`config.mk`:
```
export PLATFORM = sky130hd
export DESIGN_NAME = captouch_pad_average_and_press
export DESIGN_NICKNAME = d
export VERILOG_FILES = /design/src/hdl/cptpad_pkg.sv /design/src/hdl/cptpad_csr.sv /design/src/hdl/cptpad_store.sv /design/src/hdl/cptpad_div.sv /design/src/hdl/captouch_pad_average_and_press.sv
export SDC_FILE = /design/constraint.sdc
export NUM_CORES = 2
export LEC_CHECK = 0
export BUFFER_PORTS_ARGS = -buffer_cell sky130_fd_sc_hd__buf_4
export CELL_PAD_IN_SITES_DETAIL_PLACEMENT = 0
export CELL_PAD_IN_SITES_GLOBAL_PLACEMENT = 1
export CORE_ASPECT_RATIO = 1.1
export CORE_UTILIZATION = 30
export CTS_BUF_LIST = sky130_fd_sc_hd__clkbuf_4 sky130_fd_sc_hd__clkbuf_8 sky130_fd_sc_hd__clkbuf_16
export DETAILED_ROUTE_END_ITERATION = 10
export PLACE_DENSITY = 0.58
export SYNTH_ARGS = -nofsm -noshare
export SYNTH_HDL_FRONTEND = slang
export SYNTH_SLANG_ARGS = --single-unit
```
`constraint.sdc`:
```
create_clock -name clock -period 10.82 [get_ports clock]
set_input_delay 2.164 -clock clock [delete_from_list [all_inputs] [get_ports clock]]
set_output_delay 2.164 -clock clock [all_outputs]
set_load 0.05 [all_outputs]
```
`src/hdl/cptpad_pkg.sv`:
```
// Shared constants, codes and types of the capacitive pad averaging block.
// Used by every module under hdl; depends on nothing else.

package cptpad_pkg;

   localparam int WINDOW_DEPTH  = 4;
   localparam int PETAL_PAIRS   = 5;

   localparam int PADS_PER_PAIR = 5;
   localparam int BOTTOM_OFFSET = 3;
   localparam int PAD_COUNT     = PADS_PER_PAIR * PETAL_PAIRS;
   localparam int PETAL_COUNT   = 2 * PETAL_PAIRS;

   localparam int SAMPLE_W = 16;
   localparam int PETAL_W  = 4;
   localparam int PADSEL_W = 2;
   localparam int MAP_W    = 10;
   localparam int POSN_W   = SAMPLE_W + 1;

   localparam int POS_W       = (WINDOW_DEPTH > 1) ? $clog2(WINDOW_DEPTH) : 1;
   localparam int CNT_W       = $clog2(WINDOW_DEPTH + 1);
   localparam int SLOT_W      = $clog2(PAD_COUNT);
   localparam int ADDR_W      = $clog2(PAD_COUNT * WINDOW_DEPTH);
   localparam int SUM_W       = SAMPLE_W + $clog2(WINDOW_DEPTH);
   localparam int RECIP_SHIFT = SUM_W + CNT_W;
   localparam int RECIP_W     = RECIP_SHIFT + 1;

   localparam int PADDR_W   = 3;
   localparam int DATA_W    = 32;
   localparam int REG_IDX_W = 1;

   localparam logic [REG_IDX_W-1:0] REG_TOP_THR    = REG_IDX_W'(0);
   localparam logic [REG_IDX_W-1:0] REG_BOTTOM_THR = REG_IDX_W'(1);

   localparam logic [SAMPLE_W-1:0] TOP_THR_RESET    = 16'd8000;
   localparam logic [SAMPLE_W-1:0] BOTTOM_THR_RESET = 16'd12000;

   // Pad codes; the side code is clockwise on top petals and tip on bottom ones.
   localparam logic [PADSEL_W-1:0] PAD_BASE = 2'd0;
   localparam logic [PADSEL_W-1:0] PAD_SIDE = 2'd1;
   localparam logic [PADSEL_W-1:0] PAD_CCW  = 2'd2;
   localparam logic [PADSEL_W-1:0] PAD_NONE = 2'd3;

   typedef struct packed {
      logic [SAMPLE_W-1:0] top_thr;
      logic [SAMPLE_W-1:0] bottom_thr;
   } cfg_type;

   typedef struct packed {
      logic [SUM_W-1:0]    sum;
      logic [SAMPLE_W-1:0] mean;
   } pad_entry_type;

   typedef struct packed {
      logic                smp_rd;
      logic                smp_wr;
      logic [ADDR_W-1:0]   smp_addr;
      logic [SAMPLE_W-1:0] smp_wdata;
      logic                pad_rd;
      logic [SLOT_W-1:0]   pad_rd_slot;
      logic                pad_wr;
      logic [SLOT_W-1:0]   pad_wr_slot;
      pad_entry_type       pad_wdata;
   } store_cmd_type;

endpackage

```
`src/hdl/cptpad_csr.sv`:
```
// Threshold registers behind the APB-style configuration port.
// Depends on cptpad_pkg.

module cptpad_csr import cptpad_pkg::*; (
   input  logic               clock,
   input  logic               reset,
   input  logic               psel,
   input  logic               penable,
   input  logic               pwrite,
   input  logic [PADDR_W-1:0] paddr,
   input  logic [DATA_W-1:0]  pwdata,
   output logic [DATA_W-1:0]  prdata,
   output logic               pready,
   output cfg_type            cfg
);

   logic [SAMPLE_W-1:0]  top_thr_ff, top_thr_in;
   logic [SAMPLE_W-1:0]  bottom_thr_ff, bottom_thr_in;
   logic [REG_IDX_W-1:0] reg_idx;
   logic                 wr_en;

   assign reg_idx = paddr[PADDR_W-1:2];
   assign wr_en   = psel && penable && pwrite;
   assign pready  = 1'b1;

   always_comb begin
      top_thr_in    = top_thr_ff;
      bottom_thr_in = bottom_thr_ff;
      if (wr_en) begin
         case (reg_idx)
            REG_TOP_THR: begin
               top_thr_in = pwdata[SAMPLE_W-1:0];
            end
            REG_BOTTOM_THR: begin
               bottom_thr_in = pwdata[SAMPLE_W-1:0];
            end
            default: begin
            end
         endcase
      end
   end

   always_ff @(posedge clock) begin
      if (reset) begin
         top_thr_ff    <= TOP_THR_RESET;
         bottom_thr_ff <= BOTTOM_THR_RESET;
      end else begin
         top_thr_ff    <= top_thr_in;
         bottom_thr_ff <= bottom_thr_in;
      end
   end

   always_comb begin
      case (reg_idx)
         REG_TOP_THR:    prdata = DATA_W'(top_thr_ff);
         REG_BOTTOM_THR: prdata = DATA_W'(bottom_thr_ff);
         default:        prdata = '0;
      endcase
   end

   assign cfg.top_thr    = top_thr_ff;
   assign cfg.bottom_thr = bottom_thr_ff;

endmodule

```
`src/hdl/cptpad_store.sv`:
```
// Sample ring memory and per-pad running sum / mean memory.
// Both are synchronous with a registered read port. Depends on cptpad_pkg.

module cptpad_store import cptpad_pkg::*; (
   input  logic                clock,
   input  store_cmd_type       cmd,
   output logic [SAMPLE_W-1:0] smp_rdata,
   output pad_entry_type       pad_rdata
);

   logic [SAMPLE_W-1:0] sample_mem [PAD_COUNT * WINDOW_DEPTH];
   pad_entry_type       pad_mem [PAD_COUNT];

   logic [SAMPLE_W-1:0] smp_rdata_ff;
   pad_entry_type       pad_rdata_ff;

   // Read-first: a read and a write of the same sample entry return the old value.
   always_ff @(posedge clock) begin
      if (cmd.smp_wr) begin
         sample_mem[cmd.smp_addr] <= cmd.smp_wdata;
      end
      if (cmd.smp_rd) begin
         smp_rdata_ff <= sample_mem[cmd.smp_addr];
      end
   end

   always_ff @(posedge clock) begin
      if (cmd.pad_wr) begin
         pad_mem[cmd.pad_wr_slot] <= cmd.pad_wdata;
      end
      if (cmd.pad_rd) begin
         pad_rdata_ff <= pad_mem[cmd.pad_rd_slot];
      end
   end

   assign smp_rdata = smp_rdata_ff;
   assign pad_rdata = pad_rdata_ff;

endmodule

```
`src/hdl/cptpad_div.sv`:
```
// Truncated mean of a ring sum: one registered multiply by a reciprocal table.
// Depends on cptpad_pkg.

module cptpad_div import cptpad_pkg::*; (
   input  logic                clock,
   input  logic                load,
   input  logic [SUM_W-1:0]    sum,
   input  logic [CNT_W-1:0]    count,
   output logic [SAMPLE_W-1:0] quotient
);

   localparam int TAB_DEPTH = 1 << CNT_W;
   localparam int PROD_W    = SUM_W + RECIP_W;

   logic [RECIP_W-1:0] recip_tab [TAB_DEPTH];
   logic [PROD_W-1:0]  prod_ff, prod_in;

   // The reciprocal is rounded up with enough fraction bits that the
   // truncated product equals the integer quotient for every sum and count.
   for (genvar g = 0; g < TAB_DEPTH; g++) begin : g_recip
      localparam longint unsigned DIVISOR = (g >= 1) ? g : 1;
      localparam longint unsigned FULL =
         ((64'd1 << RECIP_SHIFT) + DIVISOR - 64'd1) / DIVISOR;
      assign recip_tab[g] = (g >= 1 && g <= WINDOW_DEPTH) ? RECIP_W'(FULL) : '0;
   end

   always_comb begin
      prod_in = prod_ff;
      if (load) begin
         prod_in = PROD_W'(sum) * PROD_W'(recip_tab[count]);
      end
   end

   always_ff @(posedge clock) begin
      prod_ff <= prod_in;
   end

   assign quotient = prod_ff[RECIP_SHIFT +: SAMPLE_W];

endmodule

```
`src/hdl/captouch_pad_average_and_press.sv`:
```
// Top level of the capacitive pad averaging and press detection block.
// Depends on cptpad_pkg, cptpad_csr, cptpad_store and cptpad_div.
//
//  channel  direction  handshake                  payload
//  req      in         req_valid / req_stall      req_petal, req_pad_select, req_sample
//  rsp      out        rsp_valid / rsp_stall      rsp_ignored, rsp_pad_pressed,
//                                                 rsp_petal_pressed, rsp_pressed_map,
//                                                 rsp_phi, rsp_rad
//  csr      in/out     psel, penable, pwrite      paddr, pwdata, prdata, pready
//
// A valid word passes through S_SUM, S_MUL, S_MEAN, S_COMB and S_FIN after acceptance;
// an ignored word goes straight to S_FIN. No new word is accepted before S_IDLE again.
// The sequence is set by the single read port of the pad sum/mean memory, which
// returns the petal's pad means one per cycle, and by the registered reciprocal multiply.
// Reset is synchronous and clears the sequencer, the ring positions, wrap flags and
// press flags in flip-flops; the memories need no clearing pass.
// A finished word waits in the result register while rsp_stall is high and the
// next word is accepted meanwhile; the sequencer holds in its last state only
// when that register is still occupied.

module captouch_pad_average_and_press import cptpad_pkg::*; (
   input  logic                      clock,
   input  logic                      reset,

   input  logic                      req_valid,
   output logic                      req_stall,
   input  logic [PETAL_W-1:0]        req_petal,
   input  logic [PADSEL_W-1:0]       req_pad_select,
   input  logic [SAMPLE_W-1:0]       req_sample,

   output logic                      rsp_valid,
   input  logic                      rsp_stall,
   output logic                      rsp_ignored,
   output logic                      rsp_pad_pressed,
   output logic                      rsp_petal_pressed,
   output logic [MAP_W-1:0]          rsp_pressed_map,
   output logic signed [POSN_W-1:0]  rsp_phi,
   output logic signed [POSN_W-1:0]  rsp_rad,

   input  logic                      psel,
   input  logic                      penable,
   input  logic                      pwrite,
   input  logic [PADDR_W-1:0]        paddr,
   input  logic [DATA_W-1:0]         pwdata,
   output logic [DATA_W-1:0]         prdata,
   output logic                      pready
);

   typedef enum logic [5:0] {
      S_IDLE = 6'b000001,
      S_SUM  = 6'b000010,
      S_MUL  = 6'b000100,
      S_MEAN = 6'b001000,
      S_COMB = 6'b010000,
      S_FIN  = 6'b100000
   } state_type;

   state_type state_ff, state_in;

   cfg_type             cfg;
   store_cmd_type       cmd;
   logic [SAMPLE_W-1:0] smp_rdata;
   pad_entry_type       pad_rdata;
   logic [SAMPLE_W-1:0] quotient;

   // Request decode
   logic              accept;
   logic              req_top;
   logic              req_bad;
   logic [SLOT_W-1:0] req_base;
   logic [SLOT_W-1:0] req_slot;
   logic [ADDR_W-1:0] req_addr;

   // Word in flight
   logic [PETAL_W-1:0]  petal_ff;
   logic [PADSEL_W-1:0] pad_ff;
   logic [SAMPLE_W-1:0] sample_ff;
   logic                top_ff;
   logic                bad_ff;
   logic [SLOT_W-1:0]   base_ff;
   logic [SLOT_W-1:0]   slot_ff;
   logic [ADDR_W-1:0]   addr_ff;
   logic [POS_W-1:0]    own_pos_ff;
   logic                own_wrap_ff;

   logic                own_last;
   logic                own_filled;
   logic [POS_W-1:0]    pos_next;
   logic                wrap_next;
   logic [CNT_W-1:0]    cnt_new;
   logic                pressed;

   logic [SUM_W-1:0]    sum_ff;
   logic [SAMPLE_W-1:0] mean_own_ff;
   logic [SAMPLE_W-1:0] mean_base_ff;
   logic [SAMPLE_W-1:0] mean_side_ff;
   logic [SAMPLE_W-1:0] mean_ccw_ff;
   logic                rd_filled_ff, rd_filled_in;
   logic [SAMPLE_W-1:0] role_mean;

   // Per-pad ring state
   logic [POS_W-1:0]     ring_pos_ff [PAD_COUNT];
   logic [POS_W-1:0]     ring_pos_in [PAD_COUNT];
   logic [PAD_COUNT-1:0] ring_wrap_ff, ring_wrap_in;
   logic [PAD_COUNT-1:0] press_ff, press_in;

   // Result assembly
   logic [(1 << PETAL_W)-1:0] petal_vec;
   logic [SAMPLE_W-1:0]       m_base, m_side, m_ccw;
   logic [POSN_W-1:0]         side_sum;
   logic [POSN_W-1:0]         phi_c, rad_c;
   logic                      out_free;
   logic                      load_out;

   logic                rsp_valid_ff, rsp_valid_in;
   logic                rsp_ignored_ff;
   logic                rsp_pad_pressed_ff;
   logic                rsp_petal_pressed_ff;
   logic [MAP_W-1:0]    rsp_pressed_map_ff;
   logic [POSN_W-1:0]   rsp_phi_ff;
   logic [POSN_W-1:0]   rsp_rad_ff;

   cptpad_csr u_csr (
      .clock   (clock),
      .reset   (reset),
      .psel    (psel),
      .penable (penable),
      .pwrite  (pwrite),
      .paddr   (paddr),
      .pwdata  (pwdata),
      .prdata  (prdata),
      .pready  (pready),
      .cfg     (cfg)
   );

   cptpad_store u_store (
      .clock     (clock),
      .cmd       (cmd),
      .smp_rdata (smp_rdata),
      .pad_rdata (pad_rdata)
   );

   cptpad_div u_div (
      .clock    (clock),
      .load     (state_ff == S_MUL),
      .sum      (sum_ff),
      .count    (cnt_new),
      .quotient (quotient)
   );

   assign req_stall = (state_ff != S_IDLE);
   assign accept    = req_valid && !req_stall;

   always_comb begin
      req_top  = !req_petal[0];
      req_bad  = (int'(req_petal) >= PETAL_COUNT) || (req_pad_select == PAD_NONE) ||
                 (!req_top && req_pad_select == PAD_CCW);
      req_base = req_bad ? '0 :
                 SLOT_W'(int'(req_petal >> 1) * PADS_PER_PAIR +
                         (req_top ? 0 : BOTTOM_OFFSET));
      req_slot = req_bad ? '0 : SLOT_W'(int'(req_base) + int'(req_pad_select));
      req_addr = ADDR_W'(int'(req_slot) * WINDOW_DEPTH + int'(ring_pos_ff[req_slot]));
   end

   always_ff @(posedge clock) begin
      if (accept) begin
         petal_ff    <= req_petal;
         pad_ff      <= req_pad_select;
         sample_ff   <= req_sample;
         top_ff      <= req_top;
         bad_ff      <= req_bad;
         base_ff     <= req_base;
         slot_ff     <= req_slot;
         addr_ff     <= req_addr;
         own_pos_ff  <= ring_pos_ff[req_slot];
         own_wrap_ff <= ring_wrap_ff[req_slot];
      end
   end

   always_comb begin
      own_last   = (own_pos_ff == POS_W'(WINDOW_DEPTH - 1));
      own_filled = own_wrap_ff || (own_pos_ff != '0);
      pos_next   = own_last ? '0 : own_pos_ff + 1'b1;
      wrap_next  = own_wrap_ff || own_last;
      cnt_new    = wrap_next ? CNT_W'(WINDOW_DEPTH) : CNT_W'(pos_next);
      pressed    = sample_ff > (top_ff ? cfg.top_thr : cfg.bottom_thr);
   end

   // Once the ring has wrapped, the entry being overwritten leaves the sum.
   always_ff @(posedge clock) begin
      if (state_ff == S_SUM) begin
         sum_ff <= (own_filled ? pad_rdata.sum : '0) -
                   (own_wrap_ff ? SUM_W'(smp_rdata) : '0) + SUM_W'(sample_ff);
      end
   end

   // Memory sequencing: own entries at acceptance, then the petal's pads in order
   // base, side, counter-clockwise (top petals only), with the write-back in S_MEAN.
   always_comb begin
      cmd = '0;
      case (state_ff)
         S_IDLE: begin
            cmd.smp_rd      = accept && !req_bad;
            cmd.smp_addr    = req_addr;
            cmd.pad_rd      = accept && !req_bad;
            cmd.pad_rd_slot = req_slot;
         end
         S_SUM: begin
            cmd.pad_rd      = 1'b1;
            cmd.pad_rd_slot = base_ff;
         end
         S_MUL: begin
            cmd.pad_rd      = 1'b1;
            cmd.pad_rd_slot = base_ff + SLOT_W'(1);
         end
         S_MEAN: begin
            cmd.pad_rd         = top_ff;
            cmd.pad_rd_slot    = top_ff ? base_ff + SLOT_W'(2) : '0;
            cmd.smp_wr         = 1'b1;
            cmd.smp_addr       = addr_ff;
            cmd.smp_wdata      = sample_ff;
            cmd.pad_wr         = 1'b1;
            cmd.pad_wr_slot    = slot_ff;
            cmd.pad_wdata.sum  = sum_ff;
            cmd.pad_wdata.mean = quotient;
         end
         default: begin
         end
      endcase
   end

   // An empty ring has mean zero, and its memory entry may never have been written.
   assign rd_filled_in = ring_wrap_ff[cmd.pad_rd_slot] || (ring_pos_ff[cmd.pad_rd_slot] != '0);
   assign role_mean    = rd_filled_ff ? pad_rdata.mean : '0;

   always_ff @(posedge clock) begin
      rd_filled_ff <= rd_filled_in;
      case (state_ff)
         S_MUL: begin
            mean_base_ff <= role_mean;
         end
         S_MEAN: begin
            mean_side_ff <= role_mean;
            mean_own_ff  <= quotient;
         end
         S_COMB: begin
            mean_ccw_ff <= top_ff ? role_mean : '0;
         end
         default: begin
         end
      endcase
   end

   always_comb begin
      ring_pos_in  = ring_pos_ff;
      ring_wrap_in = ring_wrap_ff;
      press_in     = press_ff;
      if (state_ff == S_MEAN) begin
         ring_pos_in[slot_ff]  = pos_next;
         ring_wrap_in[slot_ff] = wrap_next;
         press_in[slot_ff]     = pressed;
      end
   end

   always_ff @(posedge clock) begin
      if (reset) begin
         ring_pos_ff  <= '{default: '0};
         ring_wrap_ff <= '0;
         press_ff     <= '0;
      end else begin
         ring_pos_ff  <= ring_pos_in;
         ring_wrap_ff <= ring_wrap_in;
         press_ff     <= press_in;
      end
   end

   always_comb begin
      petal_vec = '0;
      for (int p = 0; p < PETAL_COUNT; p++) begin
         if ((p & 1) == 0) begin
            petal_vec[p] = press_ff[(p >> 1) * PADS_PER_PAIR] ||
                           press_ff[(p >> 1) * PADS_PER_PAIR + 1] ||
                           press_ff[(p >> 1) * PADS_PER_PAIR + 2];
         end else begin
            petal_vec[p] = press_ff[(p >> 1) * PADS_PER_PAIR + BOTTOM_OFFSET] ||
                           press_ff[(p >> 1) * PADS_PER_PAIR + BOTTOM_OFFSET + 1];
         end
      end
   end

   // The written pad's mean comes from the divider; the memory read of it is stale.
   always_comb begin
      m_base   = (pad_ff == PAD_BASE) ? mean_own_ff : mean_base_ff;
      m_side   = (pad_ff == PAD_SIDE) ? mean_own_ff : mean_side_ff;
      m_ccw    = (pad_ff == PAD_CCW)  ? mean_own_ff : mean_ccw_ff;
      side_sum = {1'b0, m_side} + {1'b0, m_ccw};
      if (bad_ff) begin
         phi_c = '0;
         rad_c = '0;
      end else if (top_ff) begin
         phi_c = {1'b0, m_ccw} - {1'b0, m_side};
         rad_c = {1'b0, side_sum[POSN_W-1:1]} - {1'b0, m_base};
      end else begin
         phi_c = '0;
         rad_c = {1'b0, m_side} - {1'b0, m_base};
      end
   end

   assign out_free = !rsp_valid_ff || !rsp_stall;
   assign load_out = (state_ff == S_FIN) && out_free;

   always_comb begin
      state_in = state_ff;
      case (state_ff)
         S_IDLE: begin
            if (accept) begin
               state_in = req_bad ? S_FIN : S_SUM;
            end
         end
         S_SUM:  state_in = S_MUL;
         S_MUL:  state_in = S_MEAN;
         S_MEAN: state_in = S_COMB;
         S_COMB: state_in = S_FIN;
         S_FIN: begin
            if (out_free) begin
               state_in = S_IDLE;
            end
         end
         default: state_in = S_IDLE;
      endcase
   end

   always_comb begin
      rsp_valid_in = rsp_valid_ff;
      if (load_out) begin
         rsp_valid_in = 1'b1;
      end else if (!rsp_stall) begin
         rsp_valid_in = 1'b0;
      end
   end

   always_ff @(posedge clock) begin
      if (reset) begin
         state_ff     <= S_IDLE;
         rsp_valid_ff <= 1'b0;
      end else begin
         state_ff     <= state_in;
         rsp_valid_ff <= rsp_valid_in;
      end
   end

   always_ff @(posedge clock) begin
      if (load_out) begin
         rsp_ignored_ff       <= bad_ff;
         rsp_pad_pressed_ff   <= !bad_ff && pressed;
         rsp_petal_pressed_ff <= !bad_ff && petal_vec[petal_ff];
         rsp_pressed_map_ff   <= petal_vec[MAP_W-1:0];
         rsp_phi_ff           <= phi_c;
         rsp_rad_ff           <= rad_c;
      end
   end

   assign rsp_valid         = rsp_valid_ff;
   assign rsp_ignored       = rsp_ignored_ff;
   assign rsp_pad_pressed   = rsp_pad_pressed_ff;
   assign rsp_petal_pressed = rsp_petal_pressed_ff;
   assign rsp_pressed_map   = rsp_pressed_map_ff;
   assign rsp_phi           = $signed(rsp_phi_ff);
   assign rsp_rad           = $signed(rsp_rad_ff);

   // A valid word walks the memory sequence without gaps.
   a_sequence: assert property (@(posedge clock) disable iff (reset)
      (state_ff == S_SUM) |=> (state_ff == S_MUL) ##1 (state_ff == S_MEAN)
                              ##1 (state_ff == S_COMB))
      else $error("memory access sequence broken");

   // A pressed pad always makes its petal pressed.
   a_pad_implies_petal: assert property (@(posedge clock) disable iff (reset)
      (rsp_valid && !rsp_ignored && rsp_pad_pressed) |-> rsp_petal_pressed)
      else $error("pad pressed without petal pressed");

   // An ignored word carries nothing but the pressed map.
   a_ignored_clean: assert property (@(posedge clock) disable iff (reset)
      (rsp_valid && rsp_ignored) |->
         (rsp_phi == '0 && rsp_rad == '0 && !rsp_pad_pressed && !rsp_petal_pressed))
      else $error("ignored word carries position or press data");

   // Ring state changes only in the write-back step.
   a_ring_write_slot: assert property (@(posedge clock) disable iff (reset)
      (state_ff != S_MEAN) |=> $stable(press_ff) && $stable(ring_wrap_ff))
      else $error("ring state changed outside write-back");

endmodule

```
==> results_dict.tcl <==
set metrics [dict create \
    ir_drop_mv 0.113 \
    crit_required_ns 11.47 \
    ys_async_sr_fraction 0 \
    cts_setup_buffers 0 \
    fin_crit_sh 0.829 \
    routed-wl-met2_um 183000 \
    synth_edf_count 2682 \
    synth_area_leader_cell "edfxtp_1" \
    p_seq_frac 0.456 \
    dpl-instance-area_sq_um 130000 \
    htreeDepth 5 \
    io_buffers 110 \
    hold_depth 0 \
    gp_congestion 0.861 \
    crit_path_start_kind "flop" \
    wl_per_cell_um 25.9 \
    hold_viol_final 0 \
    reg2reg_depth 29 \
    die_h_um 670 \
    design.core.area_sq_um 402000 \
    hold_class "reg2reg" \
    grt_pass1_wl_um 536000 \
    finClkSkew_ns 0.0482 \
    num_vias 74200 \
    start_util 0.302 \
    cts_sinks 2822 \
    pwr_density_cell_nw_per_um2 188 \
    routed_via_density 5.09 \
    status "finished, final reports clean" \
    holdBufCountCts 0 \
    finalSetupViolCount 0 \
    maxSlewHeadroom 0.128 \
    numCtsBuffers 308 \
    cp_max_fo 28 \
    grt_max_degree 155 \
    r2r_slack_ns 1.85 \
    worst_pin_slew_ns 1.30 \
    cts_max_path_buffers 4 \
    yosys-top-cells-area "edfxtp_1, mux2i_1, nand2_1, fa_1, ha_1" \
    p_sw_frac 0.266 \
    synth.cell_area_sq_um 122000 \
    grt.total_usage 0.179 \
    ys.warnings.count 0 \
    fin_cells 14600 \
    slew_viol_final 0 \
    total_power_uw 26300 \
    cts_resized 0 \
    power_frac_comb 0.150 \
    cap_violations 0 \
    dieArea_sq_um 408000 \
    synthDistinctLibCells 99 \
    drc_errors 0 \
    grt-ovfl-total 0 \
    path_class "reg2reg" \
    dp_hpwl_um 230000 \
    cts_tree "built" \
    period_minus_slack_ns 8.97 \
    yosys.area.top_type_share 0.662 \
    drt_iter0_drc 6512 \
    r2r-end "u_div.prod_ff[34]$_DFFE_PP_" \
    min_to "mean_own_ff[12]$_DFFE_PP_" \
    drt-met1-wl_um 158000 \
    p_clk_frac 0.394 \
    hold_path.startpoint "u_div.prod_ff[33]$_DFFE_PP_" \
    top_layer "met5" \
    post_route_cells_drive_above_1_share 0.124 \
    finalInstanceArea_sq_um 140000 \
    antenna_found_initial 18 \
    postRouteWirelength_um 377000 \
    layout.nets 9482 \
    die_w_um 609 \
    p_leak_uw 0.0541 \
    cts_root_buffer "clkbuf_16" \
    dp.cells 14000 \
    syn_inst 8742 \
    critPathCaptureType "flop" \
    rsz0062_at_grt "no" \
    worstReg2RegStart "addr_ff[0]$_DFFE_PP_" \
    insertion_delay_ns 0.92 \
    cpMaxStageDelayCell "o41ai_1" \
    ant_nets 0 \
    fillers 38600 \
    grt_pass1_vias 74000 \
    drt_first_pass_iters 6 \
    tns_ns 0 \
    num_io_pins 146 \
    dr_wl_met3_um 19900 \
    switchingPower_uw 7010 \
    cpPeakStageDelay_ns 0.93 \
    internal-power_uw 19300 \
    area_growth_pct 15.4 \
    rows 244 \
    ys_ff_latch 2822 \
    clk_pin_slew_ns 0.06 \
    syn_area_per_cell_sq_um 13.9 \
    cp.arrival_ns 9.62 \
    synth-seq-area-share 0.686 \
    ys.flop_type "edfxtp_1" \
    fmax_ghz 0.111 \
]
-- cells in the mapped netlist, types with 47 or more instances --
cell type  number
and3_1        156
nor3_1         89
buf_4          59
ha_1          226
nor2_1        390
fa_1          154
mux2_2         70
nand2_1      1311
and2_1         86
dfxtp_1       140
nor4_1         61
xnor2_1        47
o22ai_1       248
inv_1         341
mux2i_1       726
clkbuf_1      305
a311oi_1      138
edfxtp_1     2682
buf_2          60
buf_1          57
nand3_1       449
a21oi_1       211
o21ai_0       129
-- registers in the layout (all words and copies together) (netlist names), 17 cells and up --
name                flops
press_ff               25
ring_pos_ff            50
ring_wrap_ff           25
rsp_phi                17
rsp_rad                17
sum_ff                 18
u_store.pad_mem       850
u_store.pad_rdata      34
u_store.sample_mem   1600
-- power groups by stage --
stage | sequential, uW | combinational [uW] | clock (uW)
final | 12000 | 3940 | 10400
after global routing | 12000 | 4320 | 11000
after CTS | 12000 | 3980 | 10600
after detailed placement | 12200 | 3950 | 0
after global placement | 12200 | 3930 | 0
after floorplan | 12200 | 2680 | 0
-- cell families after synthesis --
| family | synth area share |
|---|---|
| muxes | 0.0683 |
| AOI/OAI and AO/OA | 0.0636 |
| xor gates and xnor gates | 0.00516 |
| and+or+nand+nor | 0.0989 |
| DFF | 0.686 |
| other | 0.0000618 |
| adders and majority gates | 0.0486 |
| buffers and inverters | 0.0298 |
-- cell usage in the layout, fill, tap and decap left out, types with 140 or more instances in the layout --
master	netlist	layout
and3_1	156	156
ha_1	226	226
inv_1	341	338
nand3_1	449	448
dfxtp_1	140	140
nand2_1	1311	1310
fa_1	154	154
mux2i_1	726	726
clkbuf_16	0	316
o22ai_1	248	246
a21oi_1	211	209
edfxtp_1	2682	2682
buf_4	59	445
nor2_1	390	345
-- worst max-delay path by stage --
| stage | end | slack (ns) | cells after the start | start |
|---|---|---|---|---|
| after floorplan | u_store.sample_mem[35][0]$_DFFE_PP_ | 3.24 | 23 | req_petal[0] |
| after global placement | u_store.smp_rdata[5]$_DFFE_PP_ | 1.24 | 21 | req_petal[0] |
| after detailed placement | u_store.smp_rdata[5]$_DFFE_PP_ | 1.10 | 21 | req_petal[0] |
| after CTS | u_div.prod_ff[32]$_DFFE_PP_ | 1.88 | 28 | addr_ff[0]$_DFFE_PP_ |
| after global routing | u_div.prod_ff[32]$_DFFE_PP_ | 1.43 | 28 | addr_ff[0]$_DFFE_PP_ |
| final | u_div.prod_ff[34]$_DFFE_PP_ | 1.85 | 29 | addr_ff[0]$_DFFE_PP_ |
-- area by class of cell --
type	count	area [sq um]	area share
clock inverter	142	1360	0.00971
inverter	345	1290	0.00923
antenna	8	20.0	0.000143
clock buffer	398	8560	0.0610
timing repair buffer	471	3860	0.0275
multi-input combinational	5090	35200	0.251
sequential	2822	83300	0.594
tap	5289	6620	0.0472
-- critical path: cells and delay by family (launching register included) --
kind	cells	cell delay [ns]
compound gates	8	2.43
xor+xnor	1	0.12
fa+ha+maj	8	3.65
buf+inv	7	1.08
flops	1	0.63
simple gates	5	0.76
-- routing by layer --
metal  GRT usage  up-vias
li1            -    33200
met1       0.233    38100
met2       0.306     2331
met3      0.0212      589
met4      0.0678        4
met5           0        -
-- per-stage QoR --
step | hold WS, ns | util | worst slack [ns]
final | 0.458 | 0.349 | 1.85
after detailed placement | 0.445 | 0.324 | 1.10
after global routing | 0.474 | 0.349 | 1.43
after CTS | 0.458 | 0.349 | 1.88
after floorplan | 0.417 | - | 3.24
after global placement | 0.445 | 0.324 | 1.24
(Power assumes the default switching activity.)
